$ cat src/hw/rtl/tcw_pkg.sv
`default_nettype none

package tcw_pkg;

    localparam int COLUMNS = 80;
    localparam int ROWS    = 25;

    localparam int CELLS  = ROWS * COLUMNS;
    localparam int ADDR_W = $clog2(CELLS);
    localparam int COL_W  = $clog2(COLUMNS);
    localparam int ROW_W  = $clog2(ROWS);

    localparam logic [ADDR_W-1:0] LAST_CELL = ADDR_W'(CELLS - 1);
    localparam logic [ADDR_W-1:0] COPY_LAST = ADDR_W'((ROWS - 1) * COLUMNS - 1);
    localparam logic [ADDR_W-1:0] ROW_STEP  = ADDR_W'(COLUMNS);

    localparam logic [1:0] CMD_PUT   = 2'd0;
    localparam logic [1:0] CMD_READ  = 2'd1;
    localparam logic [1:0] CMD_CLEAR = 2'd2;

    localparam logic [7:0]  NEWLINE_CODE = 8'h0A;
    localparam logic [7:0]  SPACE_CODE   = 8'h20;
    localparam logic [7:0]  BLANK_ATTR   = 8'h0F;
    localparam logic [7:0]  ATTR_RESET   = 8'h0F;
    localparam logic [15:0] BLANK_CELL   = {BLANK_ATTR, SPACE_CODE};

    typedef struct packed {
        logic [1:0] command;
        logic [7:0] char_code;
        logic [6:0] read_col;
        logic [4:0] read_row;
    } tcw_in_t;

    typedef struct packed {
        logic [6:0]  cursor_col;
        logic [4:0]  cursor_row;
        logic [10:0] cursor_pos;
        logic [7:0]  cell_char;
        logic [7:0]  cell_attr;
        logic        scrolled;
    } tcw_out_t;

    typedef struct packed {
        logic              we;
        logic [ADDR_W-1:0] waddr;
        logic [15:0]       wdata;
        logic              re;
        logic [ADDR_W-1:0] raddr;
    } tcw_ram_req_t;

endpackage

`default_nettype wire

$ cat src/hw/rtl/tcw_pos_unit.sv
`default_nettype none

// Shared row-major address unit: row times the column count plus column.
module tcw_pos_unit (
    input  wire logic [tcw_pkg::ROW_W-1:0]  row,
    input  wire logic [tcw_pkg::COL_W-1:0]  col,
    output logic      [tcw_pkg::ADDR_W-1:0] pos
);

    localparam int AW = tcw_pkg::ADDR_W;

    assign pos = AW'(row) * tcw_pkg::ROW_STEP + AW'(col);

endmodule

`default_nettype wire

$ cat config.mk
export PLATFORM = sky130hd
export DESIGN_NAME = tcw_pos_unit
export DESIGN_NICKNAME = d
export VERILOG_FILES = /design/src/hw/rtl/tcw_pkg.sv /design/src/hw/rtl/tcw_pos_unit.sv
export SDC_FILE = /design/constraint.sdc
export NUM_CORES = 1
export LEC_CHECK = 0
export ABC_AREA = 1
export ABC_CLOCK_PERIOD_IN_PS = 2100
export BUFFER_PORTS_ARGS = -buffer_cell sky130_fd_sc_hd__buf_2
export CAP_MARGIN = 25
export CELL_PAD_IN_SITES_DETAIL_PLACEMENT = 1
export CELL_PAD_IN_SITES_GLOBAL_PLACEMENT = 2
export CORE_MARGIN = 5
export CORE_UTILIZATION = 20
export DETAILED_ROUTE_END_ITERATION = 10
export PLACE_DENSITY_LB_ADDON = 0.1
export RECOVER_POWER = 50
export SETUP_SLACK_MARGIN = 0.02
export SLEW_MARGIN = 25
export SYNTH_ARGS = -nofsm -noshare
export SYNTH_HDL_FRONTEND = slang
export SYNTH_SLANG_ARGS = --single-unit
$ cat constraint.sdc
create_clock -name vclk -period 2.1
set_clock_uncertainty 0.15 [all_clocks]
set_input_delay 0.315 -clock vclk [all_inputs]
set_output_delay 0.315 -clock vclk [all_outputs]
set_load 0.005 [all_outputs]
==> reports/metrics.cfg, run 1 <==
[sta]
rsz0062_at_grt=yes
post-route-period-util_pct=109.1
max_slew.worst_pin.slew_ns=0.1812
finalHoldViolations=0
fmax_ghz=0.4365
min_period_ns=2.291
slew_headroom_pct=87.92
layout_setup_ws_ns=-0.1909
hold_ws_ns=0.4800
slew_violations=0
setup_viol=3

[setup_path]
critPathKind=in -> out
cp.required_ns=1.63
crit_path_end_kind=output pin
worst-endpoint-arrival_ns=1.83
startpoint_type=input pin
cp_max_fo=3

[logic_synthesis]
synth_top_cell_by_area=ha_1
synth_area_sq_um=369.1
synth-simple-area-share_pct=34.92
syn_nets=78
synth_top_family_by_area=adder cells
syn_inst=55
synthAdderAreaFrac_pct=41.36
synth_area_per_cell_sq_um=6.711
synth.area.top_cells=ha_1 31%, nand2_1 17%, nand3_1 12%
synthXorXnorAreaFrac_pct=7.119
synth-compound-area-share_pct=1.356
yosys_warnings=0
ys_seq_area_share_pct=0
synthDistinctLibCells=12
synth.top_cell.area_share_pct=30.51
synthMuxAreaShare_pct=0

[floorplan]
die_x_um=52.96
core.rowCount=15
placeableCoreArea_sq_um=1745
fp.dieH_um=52.96
ioPinCount=23
die-area_sq_um=2805
start_util_pct=21.15

[placed_design]
gp_congestion=0.6870
place_inst=100
port_buffers=15
dp_hpwl_um=931.2

[global_routing]
gr-total-overflow=0
grt_first_pass_wirelength_mm=1.918
antenna_found_initial=0
grt_pass1_vias=440
gr-usage-all-layers_pct=8.942
grt_max_degree=7

[finish]
fin_nets=103
multi_input_area_sq_um=385.4
stdcell_count=103
num_antenna_cells=0
design.seq.count=0
fillers=218
syn2layout_area_growth_pct=69.15
drive_gt1_share_pct=48.72
clockBufferCount=0
regArea_sq_um=0

[min_path]
holdPathStages=0
hp-class=in -> out
hold_end=pos[1]
min-delay-start=col[1]

[drt]
dr.pass1.iters=2
vias_per_cell=4.058
drt_iter0_markers=2
wl_per_cell_um=9.951
post-route-drc-count=0
ant_nets=0
dr_total_vias=418
wl_mm=1.025

[pwr]
p_leak_nw=0.3329
ir_worst_vdd_mv=0.1550
pwr_density_cell_nw_per_um2=322.0

[clock_tree]
cts_hold_repair.buffers=0

[status]
violations=negative setup slack
status=complete, but fails checks

[flow_run]
cap_violations=0

## power breakdown
part / switching (mW) / internal [mW]
Combinational: 0.0922 / 0.109
Clock: 0 / 0
Sequential: 0 / 0
## area by class of cell
| class | count | area share [%] |
|---|---|---|
| inverters | 7 | 4.208 |
| multi-input cells | 44 | 61.72 |
| well taps | 25 | 5.010 |
| repair buffers | 27 | 29.06 |
## repair_timing
action | in CTS | in global routing
buffers inserted | 3 | 2
endpoints found under the setup margin | 3 | 4
pin swaps | 8 | 1
resized for setup | 9 | 1
## worst max path at each step
stage	startpoint	endpoint	slack (ns)	cells past startpoint
6_report	row[3]	pos[9]	-0.19	11
5_1_grt	row[3]	pos[10]	-0.35	11
4_1_cts	row[3]	pos[10]	-0.22	11
3_5_place_dp	row[1]	pos[10]	-0.31	11
3_3_place_gp	row[1]	pos[10]	-0.32	11
2_1_floorplan	row[1]	pos[10]	-0.002	9
## synthesized netlist by cell type, drive strengths merged
| cell | n |
|---|---|
| nand4 | 1 |
| nand3 | 10 |
| nor2 | 1 |
| fa | 2 |
| xor2 | 2 |
| nand2 | 17 |
| ha | 9 |
| buf | 4 |
| xnor2 | 1 |
| a21oi | 1 |
| inv | 7 |
## cells by family after synthesis
group,Yosys count
AND/OR/NAND/NOR,29
adder cells (fa/ha/maj),11
buffers and inverters,11
XOR/XNOR,3
AO/OA/AOI/OAI,1
## cell usage in the layout (no fill, tap or decap)
cell and n:
buf_8 1, nand2_1 17, ha_4 4, nand3_1 7, ha_2 1, buf_2 13, fa_1 1, nor2_1 1
fa_2 1, a21oi_1 1, xnor2_2 1, buf_6 1, inv_1 6, nand4_1 1, xor2_1 2, nand3_2 3
ha_1 4, inv_2 1, buf_4 12
## metal layers
layer  GRT usage (%)  up-vias  part of all wire (%)
met3               0        2                   2.8
met5               0        -                     0
met2           15.70        5                    49
li1                -      222                     -
met1           12.61      189                    47
met4          0.8511        0                  0.39
## stage by stage
| step | total power, mW | utilization [%] | cell area, sq um | setup TNS, ns | setup WS, ns |
|---|---|---|---|---|---|
| floorplan | 0.1038 | - | 401.6 | -0.002395 | -0.002395 |
| global placement | 0.1767 | 31.25 | 545.5 | -0.6025 | -0.3150 |
| detailed placement | 0.1766 | 31.25 | 545.5 | -0.6042 | -0.3119 |
| CTS | 0.2027 | 35.05 | 611.8 | -0.4834 | -0.2216 |
| global route | 0.2344 | 35.77 | 624.3 | -0.8161 | -0.3456 |
| finish | 0.2010 | 35.77 | 624.3 | -0.4528 | -0.1909 |
## worst max-delay path, stage by stage
cell and delay, ns:
buf_8 0.10, ha_4 0.23, ha_4 0.16, fa_1 0.51, nand2_1 0.07, inv_2 0.07
buf_4 0.10, nand2_1 0.04, nand2_1 0.05, nand2_1 0.05, buf_2 0.12
Power figures use the tool's default switching activity.
==> run 2: changes to the inputs <==
--- a/config.mk
+++ b/config.mk
@@ -14,6 +14,7 @@
 export CORE_MARGIN = 5
 export CORE_UTILIZATION = 20
 export DETAILED_ROUTE_END_ITERATION = 10
+export MAX_ROUTING_LAYER = met4
 export PLACE_DENSITY_LB_ADDON = 0.1
 export RECOVER_POWER = 50
 export SETUP_SLACK_MARGIN = 0.02
@@ -21,3 +22,4 @@
 export SYNTH_ARGS = -nofsm -noshare
 export SYNTH_HDL_FRONTEND = slang
 export SYNTH_SLANG_ARGS = --single-unit
+export TNS_END_PERCENT = 20
==> reports/metrics.cfg, run 2 (synthesized netlist as in run 1, its figures left out) <==
[status]
violations=negative setup slack
status=complete, but fails checks

[global_routing]
gr-usage-all-layers_pct=9.162  ; +0.22 points
grtUsageMet3_pct=0  ; unchanged
gr-total-overflow=0  ; unchanged
use_met1_pct=12.58  ; -0.021 points
grt_pass1_vias=444  ; +0.91%
grt-busiest-layer=met2
antenna_found_initial=0  ; unchanged
met2_usage_pct=15.70  ; unchanged
grt_max_degree=7  ; unchanged
grt_first_pass_wirelength_mm=1.918  ; unchanged

[finish]
clockBufferCount=0  ; unchanged
final_cell_mix=17 x nand2_1, 13 x buf_2, 11 x buf_4
drive_gt1_share_pct=48.72  ; unchanged
layout_commonest_cell=nand2_1
syn2layout_area_growth_pct=70.17
num_antenna_cells=0  ; unchanged
stdcell_area_sq_um=628.1  ; +0.60%
regArea_sq_um=0  ; unchanged
fin_nets=103  ; unchanged
design.seq.count=0  ; unchanged
fillers=218  ; unchanged

[sta]
tns_ns=-0.5323  ; -0.07951 ns
slew_violations=0  ; unchanged
layout_setup_ws_ns=-0.1943  ; -0.003386 ns
setup_viol=3  ; unchanged
max_slew.worst_pin.slew_ns=0.1812  ; -0.00002825 ns
hold_ws_ns=0.4800  ; unchanged
min_period_ns=2.294  ; +0.003386 ns
fmax_ghz=0.4359  ; -0.15%
rsz0062_at_grt=yes
finalHoldViolations=0  ; unchanged
slew_headroom_pct=87.92  ; about the same
post-route-period-util_pct=109.3  ; +0.16 points

[setup_path]
cp.required_ns=1.63  ; about the same
cp_num_buf_inv=4  ; unchanged
critical_path.most_common_cell=nand2_1
worst-endpoint-arrival_ns=1.83  ; about the same
slowest_stage=fa_1
cp_max_fo=3  ; unchanged
slowest_delay_ns=0.51  ; about the same
startpoint_type=input pin
crit_chain=buf_8 > ha_4 > ha_4 > fa_1 > nand2_1 > inv_2 > buf_4 > nand2_1 > nand2_1 > nand2_1 > buf_2
critPathKind=in -> out
crit_path_end_kind=output pin
critPathTopFamily=adder cells

[flow_run]
cap_violations=0  ; unchanged

[floorplan]
placeableCoreArea_sq_um=1745  ; unchanged
core.rowCount=15  ; unchanged
die-area_sq_um=2805  ; unchanged
fp.dieH_um=52.96  ; unchanged
die_x_um=52.96  ; unchanged
start_util_pct=21.15  ; unchanged
ioPinCount=23  ; unchanged

[drt]
dr_total_vias=417  ; -0.24%
post-route-drc-count=0  ; unchanged
wl_per_cell_um=10.07  ; +1.2%
wl_mm=1.037  ; +1.2%
drt_iter0_markers=2  ; unchanged
vias_per_cell=4.049  ; -0.24%
ant_nets=0  ; unchanged
dr.pass1.iters=2  ; unchanged

[placed_design]
gp_congestion=0.6942  ; +1.0%
dpl_cell_area_sq_um=545.5  ; unchanged
port_buffers=15  ; unchanged
place_ws_ns=-0.3119  ; unchanged
dp_hpwl_um=931.2  ; unchanged

[pwr]
pwr_density_cell_nw_per_um2=332.2  ; +3.2%
p_leak_nw=0.3333  ; +0.11%
ir_worst_vdd_mv=0.1422  ; -8.3%

[clock_tree]
cts_hold_repair.buffers=0  ; unchanged

[min_path]
hp-class=in -> out

-- run 2: cell counts in the layout (fill, tap and decap cells not counted) --
No cell type changed its count.
-- run 2: what timing repair did --
item,in CTS,in global routing
pin swaps,8,0
hold endpoints to repair,0,0
setup endpoints to repair,3,5
setup buffers,3,0
gates resized for setup,9,2
-- run 2: through the flow --
stage	power, mW	util [%]	std cells
after floorplan	0.1038	-	55
after global placement	0.1767	31.25	100
after detailed placement	0.1766	31.25	100
after CTS	0.2112	35.56	103
after global routing	0.2410	35.99	103
final	0.2086	35.99	103
-- run 2: where the power goes --
part | leakage [nW] | internal [mW] | switching [mW]
combinational | 0.333 | 0.115 | 0.0939
clock | 0 | 0 | 0
sequential | 0 | 0 | 0
-- run 2: layout make-up --
type | count | area, sq um | share of cell area (%)
Multi-Input combinational cell | 44 | 385.4 | 61.35
Tap cell | 25 | 31.28 | 4.980
Timing Repair Buffer | 27 | 185.2 | 29.48
Inverter | 7 | 26.28 | 4.183
-- run 2: worst paths after layout --
kind,startpoint,end,slack (ns),cells past startpoint
setup / recovery,row[3],pos[9],-0.19,11
hold / removal,col[1],pos[1],0.48,0
-- run 2: routing by layer --
metal / wire [um] / vias to the layer above
li1: - / 222
met1: 488 / 188
met2: 515 / 5
met3: 29 / 2
met4: 4 / 0
met5: 0 / -
==> run 3: changes to the inputs <==
--- a/config.mk
+++ b/config.mk
@@ -8,7 +8,6 @@
 export ABC_AREA = 1
 export ABC_CLOCK_PERIOD_IN_PS = 2100
 export BUFFER_PORTS_ARGS = -buffer_cell sky130_fd_sc_hd__buf_2
-export CAP_MARGIN = 25
 export CELL_PAD_IN_SITES_DETAIL_PLACEMENT = 1
 export CELL_PAD_IN_SITES_GLOBAL_PLACEMENT = 2
 export CORE_MARGIN = 5
@@ -16,9 +15,8 @@
 export DETAILED_ROUTE_END_ITERATION = 10
 export MAX_ROUTING_LAYER = met4
 export PLACE_DENSITY_LB_ADDON = 0.1
-export RECOVER_POWER = 50
+export RECOVER_POWER = 100
 export SETUP_SLACK_MARGIN = 0.02
-export SLEW_MARGIN = 25
 export SYNTH_ARGS = -nofsm -noshare
 export SYNTH_HDL_FRONTEND = slang
 export SYNTH_SLANG_ARGS = --single-unit
==> reports/metrics.cfg, run 3 (synthesized netlist as in run 1, its figures left out) <==
[status]
status=complete, but fails checks
violations=negative setup slack

[drt]
wl_mm=1.038  ; about the same
wl_met3_um=29  ; unchanged
drt_iter0_markers=2  ; unchanged
dr.pass1.iters=2  ; unchanged
ant_nets=0  ; unchanged
vias_per_cell=4.049  ; unchanged
topRoutingLayerUsed=met4
wl_per_cell_um=10.08  ; about the same
post-route-drc-count=0  ; unchanged
dr_total_vias=417  ; unchanged
wl_met2_um=514  ; -0.19%
wl_met1_um=490  ; +0.41%

[floorplan]
placeableCoreArea_sq_um=1745  ; unchanged
ioPinCount=23  ; unchanged
die_x_um=52.96  ; unchanged
core.rowCount=15  ; unchanged
die-area_sq_um=2805  ; unchanged
fp.dieH_um=52.96  ; unchanged
start_util_pct=21.15  ; unchanged

[sta]
setup_viol=3  ; unchanged
finalHoldViolations=0  ; unchanged
max_slew.worst_pin.slew_ns=0.1812  ; unchanged
slew_violations=0  ; unchanged
post-route-period-util_pct=109.3  ; unchanged
rsz0062_at_grt=yes
tns_ns=-0.5323  ; unchanged
min_period_ns=2.294  ; unchanged
slew_headroom_pct=87.92  ; unchanged
fmax_ghz=0.4359  ; unchanged
layout_setup_ws_ns=-0.1943  ; unchanged

[finish]
final_cell_mix=17 x nand2_1, 10 x buf_2, 10 x buf_4
design.seq.count=0  ; unchanged
fin_nets=103  ; unchanged
syn2layout_area_growth_pct=69.15
regArea_sq_um=0  ; unchanged
drive_gt1_share_pct=44.87  ; -3.8 points
num_antenna_cells=0  ; unchanged
layout_commonest_cell=nand2_1
stdcell_count=103  ; unchanged
clockBufferCount=0  ; unchanged

[placed_design]
port_buffers=15  ; unchanged
gp_congestion=0.6942  ; unchanged
dp_hpwl_um=931.2  ; unchanged
place_inst=100  ; unchanged
place_ws_ns=-0.3119  ; unchanged

[setup_path]
slowest_delay_ns=0.51  ; about the same
crit_path_end_kind=output pin
cp_num_buf_inv=4  ; unchanged
critical_path.most_common_cell=nand2_1
critPathKind=in -> out
cp.required_ns=1.63  ; about the same
worst-endpoint-arrival_ns=1.83  ; about the same
critPathTopFamily=adder cells
crit_chain=buf_8 > ha_4 > ha_4 > fa_1 > nand2_1 > inv_2 > buf_4 > nand2_1 > nand2_1 > nand2_1 > buf_2
startpoint_type=input pin
cp_max_fo=3  ; unchanged
slowest_stage=fa_1
crit_start=row[3]

[min_path]
hp-class=in -> out
min-delay-start=col[1]

[flow_run]
cap_violations=0  ; unchanged

[pwr]
pwr_density_cell_nw_per_um2=330.0  ; -0.66%
ir_worst_vdd_mv=0.1350  ; -5.0%
p_leak_nw=0.3248  ; -2.5%

[global_routing]
gr-total-overflow=0  ; unchanged
grt_pass1_vias=444  ; unchanged
grt_max_degree=7  ; unchanged
antenna_found_initial=0  ; unchanged
gr-usage-all-layers_pct=9.162  ; unchanged
grt_first_pass_wirelength_mm=1.918  ; unchanged

## run 3: cell count changes in the layout (fill, tap and decap cells not counted)
cell / previous run / this run
clkbuf_4: 0 / 1
clkbuf_1: 0 / 3
buf_4: 11 / 10
buf_2: 13 / 10
## run 3: worst paths after layout
path	end	slack, ns	cells after the start
max	pos[9]	-0.19	11
min	pos[1]	0.48	0
## run 3: through the flow
stage | util, % | hold WS, ns | total power, mW | area, sq um
floorplan | - | 0.5608 | 0.1038 | 401.6
global placement | 31.25 | 0.4801 | 0.1767 | 545.5
detailed placement | 31.25 | 0.4801 | 0.1766 | 545.5
CTS | 35.56 | 0.4801 | 0.2112 | 620.6
global route | 35.77 | 0.4800 | 0.2383 | 624.3
finish | 35.77 | 0.4800 | 0.2060 | 624.3
## run 3: report_power, final
| group | leakage, nW | switching [mW] | internal, mW |
|---|---|---|---|
| clock | 0 | 0 | 0 |
| sequential | 0 | 0 | 0 |
| combinational | 0.325 | 0.0942 | 0.112 |
## run 3: what timing repair did
| item | in CTS | in global routing |
|---|---|---|
| gates resized for setup | 9 | 2 |
| pin swaps | 8 | 0 |
| hold endpoints to repair | 0 | 0 |
| setup buffers | 3 | 0 |
| hold buffers | 0 | 0 |
| setup endpoints to repair | 3 | 5 |
## run 3: metal layers
| layer | up-vias | global-route usage, % |
|---|---|---|
| met2 | 5 | 15.70 |
| met1 | 188 | 12.58 |
| met3 | 2 | 0 |
| met5 | - | - |
| met4 | 0 | 0.8511 |
| li1 | 222 | - |
## run 3: layout make-up
cell class	count	area, sq um
inverters	7	26.28
repair buffers	27	181.4
fillers	219	1121
well taps	25	31.28
multi-input cells	44	385.4
